[config.mk]
export PLATFORM = sky130hd
export DESIGN_NAME = sync_word_packet_deframer_unit
export DESIGN_NICKNAME = d
export VERILOG_FILES = /design/src/hw/rtl/swpd_pkg.sv /design/src/hw/rtl/swpd_front.sv /design/src/hw/rtl/swpd_fifo.sv /design/src/hw/rtl/swpd_back.sv /design/src/hw/rtl/sync_word_packet_deframer_unit.sv
export SDC_FILE = /design/constraint.sdc
export NUM_CORES = 1
export LEC_CHECK = 0
export BUFFER_PORTS_ARGS = -buffer_cell sky130_fd_sc_hd__buf_4
export CAP_MARGIN = 40
export CORE_AREA = 2 2 238 217
export DETAILED_ROUTE_END_ITERATION = 10
export DIE_AREA = 0 0 240 219
export MAX_ROUTING_LAYER = met4
export PLACE_DENSITY = 0.86
export SYNTH_ARGS = -nofsm -noshare
export SYNTH_HDL_FRONTEND = slang
export SYNTH_SLANG_ARGS = --single-unit
[constraint.sdc]
create_clock -name clk -period 14.39 [get_ports clk]
set_input_delay 2.878 -clock clk [delete_from_list [all_inputs] [get_ports clk]]
set_output_delay 2.878 -clock clk [all_outputs]
set_load 0.05 [all_outputs]
[src/hw/rtl/swpd_pkg.sv]
package swpd_pkg;

  localparam logic [7:0] SYNC_FIRST  = 8'hAA;
  localparam logic [7:0] SYNC_SECOND = 8'h55;

  localparam int PAYLOAD_LEN = 20;
  localparam int IDX_W       = $clog2(PAYLOAD_LEN);
  localparam int PAY_W       = (PAYLOAD_LEN - 1) * 8;

  localparam logic [IDX_W-1:0] IDX_LAST = IDX_W'(PAYLOAD_LEN - 1);

  typedef struct packed {
    logic [31:0] quat_z;
    logic [31:0] quat_y;
    logic [31:0] quat_x;
    logic [31:0] quat_w;
    logic [31:0] seq_number;
  } pkt_t;

endpackage

[src/hw/rtl/swpd_front.sv]
module swpd_front (
  input  logic            clk,
  input  logic            rst_n,
  input  logic            in_valid,
  output logic            in_ready,
  input  logic [7:0]      in_rx_byte,
  output logic            push_valid,
  input  logic            push_ready,
  output swpd_pkg::pkt_t  push_pkt
);
  import swpd_pkg::*;

  typedef enum logic [1:0] {HUNT, ARMED, DATA} state_t;

  state_t           state_r, state_nxt;
  logic [IDX_W-1:0] idx_r, idx_nxt;
  logic [PAY_W-1:0] pay_r;
  logic             completing;
  logic             in_fire;

  assign completing = (state_r == DATA) && (idx_r == IDX_LAST);
  assign in_ready   = !(completing && !push_ready);
  assign in_fire    = in_valid && in_ready;
  assign push_valid = in_valid && completing;
  assign push_pkt   = pkt_t'({in_rx_byte, pay_r});

  always_comb begin
    state_nxt = state_r;
    idx_nxt   = idx_r;
    if (in_fire) begin
      case (state_r)
        HUNT: begin
          state_nxt = (in_rx_byte == SYNC_FIRST) ? ARMED : HUNT;
        end
        ARMED: begin
          if (in_rx_byte == SYNC_SECOND) begin
            state_nxt = DATA;
            idx_nxt   = '0;
          end else if (in_rx_byte != SYNC_FIRST) begin
            state_nxt = HUNT;
          end
        end
        DATA: begin
          if (idx_r == IDX_LAST) begin
            state_nxt = HUNT;
            idx_nxt   = '0;
          end else begin
            idx_nxt = idx_r + 1'b1;
          end
        end
        default: begin
          state_nxt = HUNT;
          idx_nxt   = '0;
        end
      endcase
    end
  end

  always_ff @(posedge clk) begin
    if (!rst_n) begin
      state_r <= HUNT;
      idx_r   <= '0;
    end else begin
      state_r <= state_nxt;
      idx_r   <= idx_nxt;
    end
  end

  // shift payload in; byte 0 ends at the low end
  always_ff @(posedge clk) begin
    if (in_fire && (state_r == DATA)) begin
      pay_r <= {in_rx_byte, pay_r[PAY_W-1:8]};
    end
  end

  a_last_byte_rearms: assert property (@(posedge clk) disable iff (!rst_n)
    (in_fire && completing) |=> (state_r == HUNT) && (idx_r == '0))
    else $error("front did not return to hunting after last payload byte");

  a_sync_enters_data: assert property (@(posedge clk) disable iff (!rst_n)
    (in_fire && (state_r == ARMED) && (in_rx_byte == SYNC_SECOND))
      |=> (state_r == DATA) && (idx_r == '0))
    else $error("sync word did not start payload collection");

endmodule

[src/hw/rtl/swpd_fifo.sv]
module swpd_fifo #(
  parameter int DEPTH = 2
) (
  input  logic            clk,
  input  logic            rst_n,
  input  logic            push_valid,
  output logic            push_ready,
  input  swpd_pkg::pkt_t  push_pkt,
  output logic            pop_valid,
  input  logic            pop_ready,
  output swpd_pkg::pkt_t  pop_pkt
);
  import swpd_pkg::*;

  localparam int PTR_W = (DEPTH > 1) ? $clog2(DEPTH) : 1;
  localparam int CNT_W = $clog2(DEPTH + 1);

  pkt_t             mem_r [DEPTH];
  logic [PTR_W-1:0] wr_ptr_r, rd_ptr_r;
  logic [CNT_W-1:0] count_r;
  logic             push_fire, pop_fire;

  assign push_ready = (count_r != CNT_W'(DEPTH));
  assign pop_valid  = (count_r != '0);
  assign pop_pkt    = mem_r[rd_ptr_r];
  assign push_fire  = push_valid && push_ready;
  assign pop_fire   = pop_valid && pop_ready;

  always_ff @(posedge clk) begin
    if (!rst_n) begin
      wr_ptr_r <= '0;
      rd_ptr_r <= '0;
      count_r  <= '0;
    end else begin
      if (push_fire) begin
        wr_ptr_r <= (wr_ptr_r == PTR_W'(DEPTH - 1)) ? '0 : wr_ptr_r + 1'b1;
      end
      if (pop_fire) begin
        rd_ptr_r <= (rd_ptr_r == PTR_W'(DEPTH - 1)) ? '0 : rd_ptr_r + 1'b1;
      end
      if (push_fire && !pop_fire) begin
        count_r <= count_r + 1'b1;
      end else if (pop_fire && !push_fire) begin
        count_r <= count_r - 1'b1;
      end
    end
  end

  always_ff @(posedge clk) begin
    if (push_fire) begin
      mem_r[wr_ptr_r] <= push_pkt;
    end
  end

  a_count_bounded: assert property (@(posedge clk) disable iff (!rst_n)
    count_r <= CNT_W'(DEPTH))
    else $error("queue count above depth");

endmodule

[src/hw/rtl/swpd_back.sv]
module swpd_back (
  input  logic            clk,
  input  logic            rst_n,
  input  logic            pop_valid,
  output logic            pop_ready,
  input  swpd_pkg::pkt_t  pop_pkt,
  output logic            out_valid,
  input  logic            out_ready,
  output logic [31:0]     out_seq_number,
  output logic [31:0]     out_quat_w,
  output logic [31:0]     out_quat_x,
  output logic [31:0]     out_quat_y,
  output logic [31:0]     out_quat_z,
  output logic [31:0]     out_seq_gap,
  output logic [31:0]     out_packets_seen,
  output logic [31:0]     out_packets_missed
);
  import swpd_pkg::*;

  logic        out_valid_r;
  pkt_t        pkt_r;
  logic [31:0] gap_r, gap_nxt;
  logic [31:0] expect_r;
  logic        first_r;
  logic [31:0] seen_r, seen_nxt;
  logic [31:0] missed_r, missed_nxt;
  logic [32:0] missed_sum;
  logic        pop_fire;

  assign pop_ready = !out_valid_r || out_ready;
  assign pop_fire  = pop_valid && pop_ready;

  always_comb begin
    gap_nxt    = first_r ? 32'd0 : (pop_pkt.seq_number - expect_r);
    missed_sum = {1'b0, missed_r} + {1'b0, gap_nxt};
    missed_nxt = missed_sum[32] ? '1 : missed_sum[31:0];
    seen_nxt   = (seen_r == '1) ? seen_r : seen_r + 1'b1;
  end

  always_ff @(posedge clk) begin
    if (!rst_n) begin
      out_valid_r <= 1'b0;
      expect_r    <= '0;
      first_r     <= 1'b1;
      seen_r      <= '0;
      missed_r    <= '0;
    end else begin
      if (pop_fire) begin
        out_valid_r <= 1'b1;
        expect_r    <= pop_pkt.seq_number + 1'b1;
        first_r     <= 1'b0;
        seen_r      <= seen_nxt;
        missed_r    <= missed_nxt;
      end else if (out_ready) begin
        out_valid_r <= 1'b0;
      end
    end
  end

  always_ff @(posedge clk) begin
    if (pop_fire) begin
      pkt_r <= pop_pkt;
      gap_r <= gap_nxt;
    end
  end

  assign out_valid          = out_valid_r;
  assign out_seq_number     = pkt_r.seq_number;
  assign out_quat_w         = pkt_r.quat_w;
  assign out_quat_x         = pkt_r.quat_x;
  assign out_quat_y         = pkt_r.quat_y;
  assign out_quat_z         = pkt_r.quat_z;
  assign out_seq_gap        = gap_r;
  assign out_packets_seen   = seen_r;
  assign out_packets_missed = missed_r;

  a_first_gap_zero: assert property (@(posedge clk) disable iff (!rst_n)
    (pop_fire && first_r) |=> (gap_r == '0) && (seen_r == 32'd1))
    else $error("first packet has nonzero gap or wrong count");

endmodule

[src/hw/rtl/sync_word_packet_deframer_unit.sv]
// Path: the last payload byte is written into the record queue when it is accepted,
//   and the record is then loaded into the output register that drives out_.
// Throughput: one byte per cycle; in_ready drops only while the front waits on a
//   packet's last byte and the record queue is full.
// Reset: synchronous, active low; clears the sync hunter, counters, queue and
//   output valid. The payload shift register and queue entries are not reset.
module sync_word_packet_deframer_unit #(
  parameter int QUEUE_DEPTH = 2
) (
  input  logic        clk,
  input  logic        rst_n,
  input  logic        in_valid,
  output logic        in_ready,
  input  logic [7:0]  in_rx_byte,
  output logic        out_valid,
  input  logic        out_ready,
  output logic [31:0] out_seq_number,
  output logic [31:0] out_quat_w,
  output logic [31:0] out_quat_x,
  output logic [31:0] out_quat_y,
  output logic [31:0] out_quat_z,
  output logic [31:0] out_seq_gap,
  output logic [31:0] out_packets_seen,
  output logic [31:0] out_packets_missed
);
  import swpd_pkg::*;

  logic push_valid, push_ready;
  pkt_t push_pkt;
  logic pop_valid, pop_ready;
  pkt_t pop_pkt;

  swpd_front u_front (
    .clk        (clk),
    .rst_n      (rst_n),
    .in_valid   (in_valid),
    .in_ready   (in_ready),
    .in_rx_byte (in_rx_byte),
    .push_valid (push_valid),
    .push_ready (push_ready),
    .push_pkt   (push_pkt)
  );

  swpd_fifo #(
    .DEPTH (QUEUE_DEPTH)
  ) u_fifo (
    .clk        (clk),
    .rst_n      (rst_n),
    .push_valid (push_valid),
    .push_ready (push_ready),
    .push_pkt   (push_pkt),
    .pop_valid  (pop_valid),
    .pop_ready  (pop_ready),
    .pop_pkt    (pop_pkt)
  );

  swpd_back u_back (
    .clk                (clk),
    .rst_n              (rst_n),
    .pop_valid          (pop_valid),
    .pop_ready          (pop_ready),
    .pop_pkt            (pop_pkt),
    .out_valid          (out_valid),
    .out_ready          (out_ready),
    .out_seq_number     (out_seq_number),
    .out_quat_w         (out_quat_w),
    .out_quat_x         (out_quat_x),
    .out_quat_y         (out_quat_y),
    .out_quat_z         (out_quat_z),
    .out_seq_gap        (out_seq_gap),
    .out_packets_seen   (out_packets_seen),
    .out_packets_missed (out_packets_missed)
  );

endmodule
==> impl_metrics.tcl <==
set metrics [dict create \
    detail_route.drc_violations 0 \
    antenna_violating_nets_post_route 0 \
    cts.sink_count 774 \
    route.final.wire_length_mm 66.0 \
    antenna_violations_before_repair 0 \
    placeableCoreArea_mm2 0.0500 \
    yosys-top-cells-area "edfxtp_1 66%, dfxtp_1 7.3%, mux2_2 5.6%" \
    yosysMostFrequentCell "edfxtp_1" \
    status "finished clean" \
    die_h_um 219 \
    final_util 0.712 \
    dp.final_hpwl_mm 40.2 \
    postSynthAreaPerCell_um2 15.5 \
    finalHoldViolations 0 \
    grt_first_pass_wirelength_mm 101 \
    final.setup.tns_ns 0 \
    grt_max_degree 161 \
    timing.final.crit_share 0.438 \
    areaGrowthSynthToFinish_pct 17.8 \
    detail_route.iter0.violations 1488 \
    power.density_mw_per_mm2 221 \
    ys_seq_area_frac 0.733 \
    row_count 78 \
    cts.reportedPaths.clkPinSlew_ns 0.06 \
    start_util 0.605 \
    critical_path_endpoint_category "register" \
    slew_headroom 0.282 \
    synth_area_leader_cell "edfxtp_1" \
    ys_warn_count 0 \
    largest_fanout_on_the_critical_path 34 \
    drt-pass1-iter-count 5 \
    synth.distinct_cells 80 \
    clk_path_buf_depth 3 \
    arrival_ns 6.76 \
    cp-start-kind "register" \
    place_ws_ns 8.27 \
    num_io_pins 270 \
    hold_path_class "reg2reg" \
    post-cts-setup-buffer-count 0 \
    final_nets 2336 \
    cts_tree "done" \
    worstSetupPathType "reg2reg" \
    routedWlPerCell_um 22.1 \
    tritoncts.num_buffers 74 \
    timing_worst_slew_pin_value_ns 1.08 \
    synth_nets 2029 \
    syn-cell-area_mm2 0.0302 \
    clock.fmax_mhz 159 \
    globalRouteOverflowTotal 0 \
    ctsHtreeMaxLevel 3 \
    synth-edff-count 664 \
    synth-main-ff-cell "edfxtp_1" \
    rsz0062_at_grt "no" \
    post-route-worst-setup-slack_ns 8.09 \
    num_vias 17300 \
    fill_cells 2988 \
    vdd_drop_max_uv 190 \
    antennaDiodeCount 0 \
    cts_root_buf "clkbuf_16" \
    worst_skew_pair.late_latency_ns 0.62 \
    synth_cells 1944 \
    maxSlewViolCount 0 \
    drive_gt1_frac 0.248 \
    dieWidth_um 240 \
    clock-skew-final_ns 0.0223 \
    worst_ep_required_time_ns 14.85 \
    route.layer.met1.wl_mm 27.3 \
    postSynth.asyncResetShare 0 \
    synth-seq-cells 774 \
    finalSetupViolations 0 \
    layout_min_cycle_time_ns 6.30 \
    ctsResizeCount 0 \
    wl_met3_mm 3.69 \
    top_layer_used "met4" \
    met2RoutedLength_mm 33.4 \
    gpl.final_weighted_congestion 0.899 \
    design.die.area_mm2 0.0526 \
    quantity_of_i_o_buffers_inserted_on_ports 269 \
    first_global_vias 17300 \
    hold_slack_ns 0.452 \
    yosys-top-cells-count "664 x edfxtp_1, 149 x mux2_2, 140 x a21oi_1, 114 x nand2_1, 110 x dfxtp_1" \
    yosys.area.top_type_share 0.660 \
    static-leakage-power_nw 12.5 \
    groute.usage.overall 0.261 \
    cap_violations 0 \
    cts_hold_buffers 0 \
    route.detailed.vias_per_inst 5.79 \
]
critical path: stages, from the launching register on:
cell and delay (ns):
dfxtp_4 0.61, buf_4 0.33, mux2i_1 0.54, inv_1 0.16, ha_1 0.39, nand3_1 0.17
a211oi_1 0.24, a21boi_1 0.30, o21ai_0 0.18, a21oi_1 0.33, o21a_1 0.20, nor3_1 0.05
nor3_1 0.25, ha_1 0.36, and3_1 0.20, nand4_1 0.11, nor2_1 0.06, o211ai_1 0.09
o211ai_1 0.19, a211oi_1 0.54, o21a_1 0.47, buf_8 0.25, a221oi_1 0.10
layout by cell type (no fill, tap or decap), drive strengths merged, types with 24 or more instances in the layout:
cell      n
xnor2    48
edfxtp  664
nand2   114
inv      64
nand3    39
xor2     52
a21oi   142
nor2     99
nor3     25
dfxtp   110
buf     288
o21ai    76
nand4    24
ha       71
clkinv   31
clkbuf   90
mux2    149
sequential cells by signal, indices dropped and copies added (netlist names), named ones only:
| signal | flops |
|---|---|
| u_fifo.mem_r | 320 |
| u_front.pay_r | 152 |
| u_back.expect_r | 32 |
| u_back.out_packets_missed | 32 |
| u_back.out_packets_seen | 32 |
| u_back.out_quat_w | 32 |
| u_back.out_quat_x | 32 |
| u_back.out_quat_y | 32 |
| u_back.out_quat_z | 32 |
| u_back.out_seq_gap | 32 |
| u_back.out_seq_number | 32 |
| u_front.idx_r | 5 |
| u_fifo.count_r | 2 |
| u_front.state_r | 2 |
| u_back.first_r | 1 |
| u_back.out_valid | 1 |
| u_fifo.rd_ptr_r | 1 |
| u_fifo.wr_ptr_r | 1 |
cell type report:
type	instances	area [um^2]	share of cell area
Inverter	61	236	0.00664
Multi-Input combinational cell	1052	7580	0.213
Clock buffer	90	1930	0.0543
Timing Repair Buffer	288	2300	0.0647
Tap cell	680	851	0.0239
Clock inverter	46	536	0.0150
Sequential cell	774	22100	0.622
metrics by stage:
step	std cells	total power, mW	instance area [um^2]
6_report	2991	7.87	35600
5_1_grt	2991	8.19	35600
4_1_cts	2991	7.91	35600
3_5_place_dp	2855	5.92	33100
3_3_place_gp	2848	5.83	33000
2_1_floorplan	1944	5.09	30200
final timing paths:
kind	from	end	slack, ns	cells after the start
worst max register to register	register	u_back.out_packets_missed[1]	8.09	22
worst min-delay path	u_front.pay_r[2]	u_fifo.mem_r[0][2]	0.45	0
worst max-delay path	register	u_back.out_packets_missed[1]	8.09	22
worst min register to register	u_front.pay_r[2]	u_fifo.mem_r[0][2]	0.45	0
kinds of logic after synthesis:
logic type | share of synthesized area
xor gates and xnor gates | 0.0290
AOI/OAI and AO/OA | 0.0651
DFF | 0.733
buffers and inverters | 0.0169
muxes | 0.0595
adders and majority gates | 0.0307
and+or+nand+nor | 0.0660
metal layers:
layer  global-route usage  vias up
li1                     -     7950
met5                    -        -
met4               0.0760        0
met1                0.336     8678
met2                0.430      586
met3               0.0469      107
where the power goes:
group          internal (mW)  switching [mW]  total, mW
Clock                   1.12           0.841       1.96
Combinational          0.889            2.00       2.88
Sequential              2.84           0.178       3.02
Total                   4.85            3.01       7.87
(Power assumes the default switching activity.)
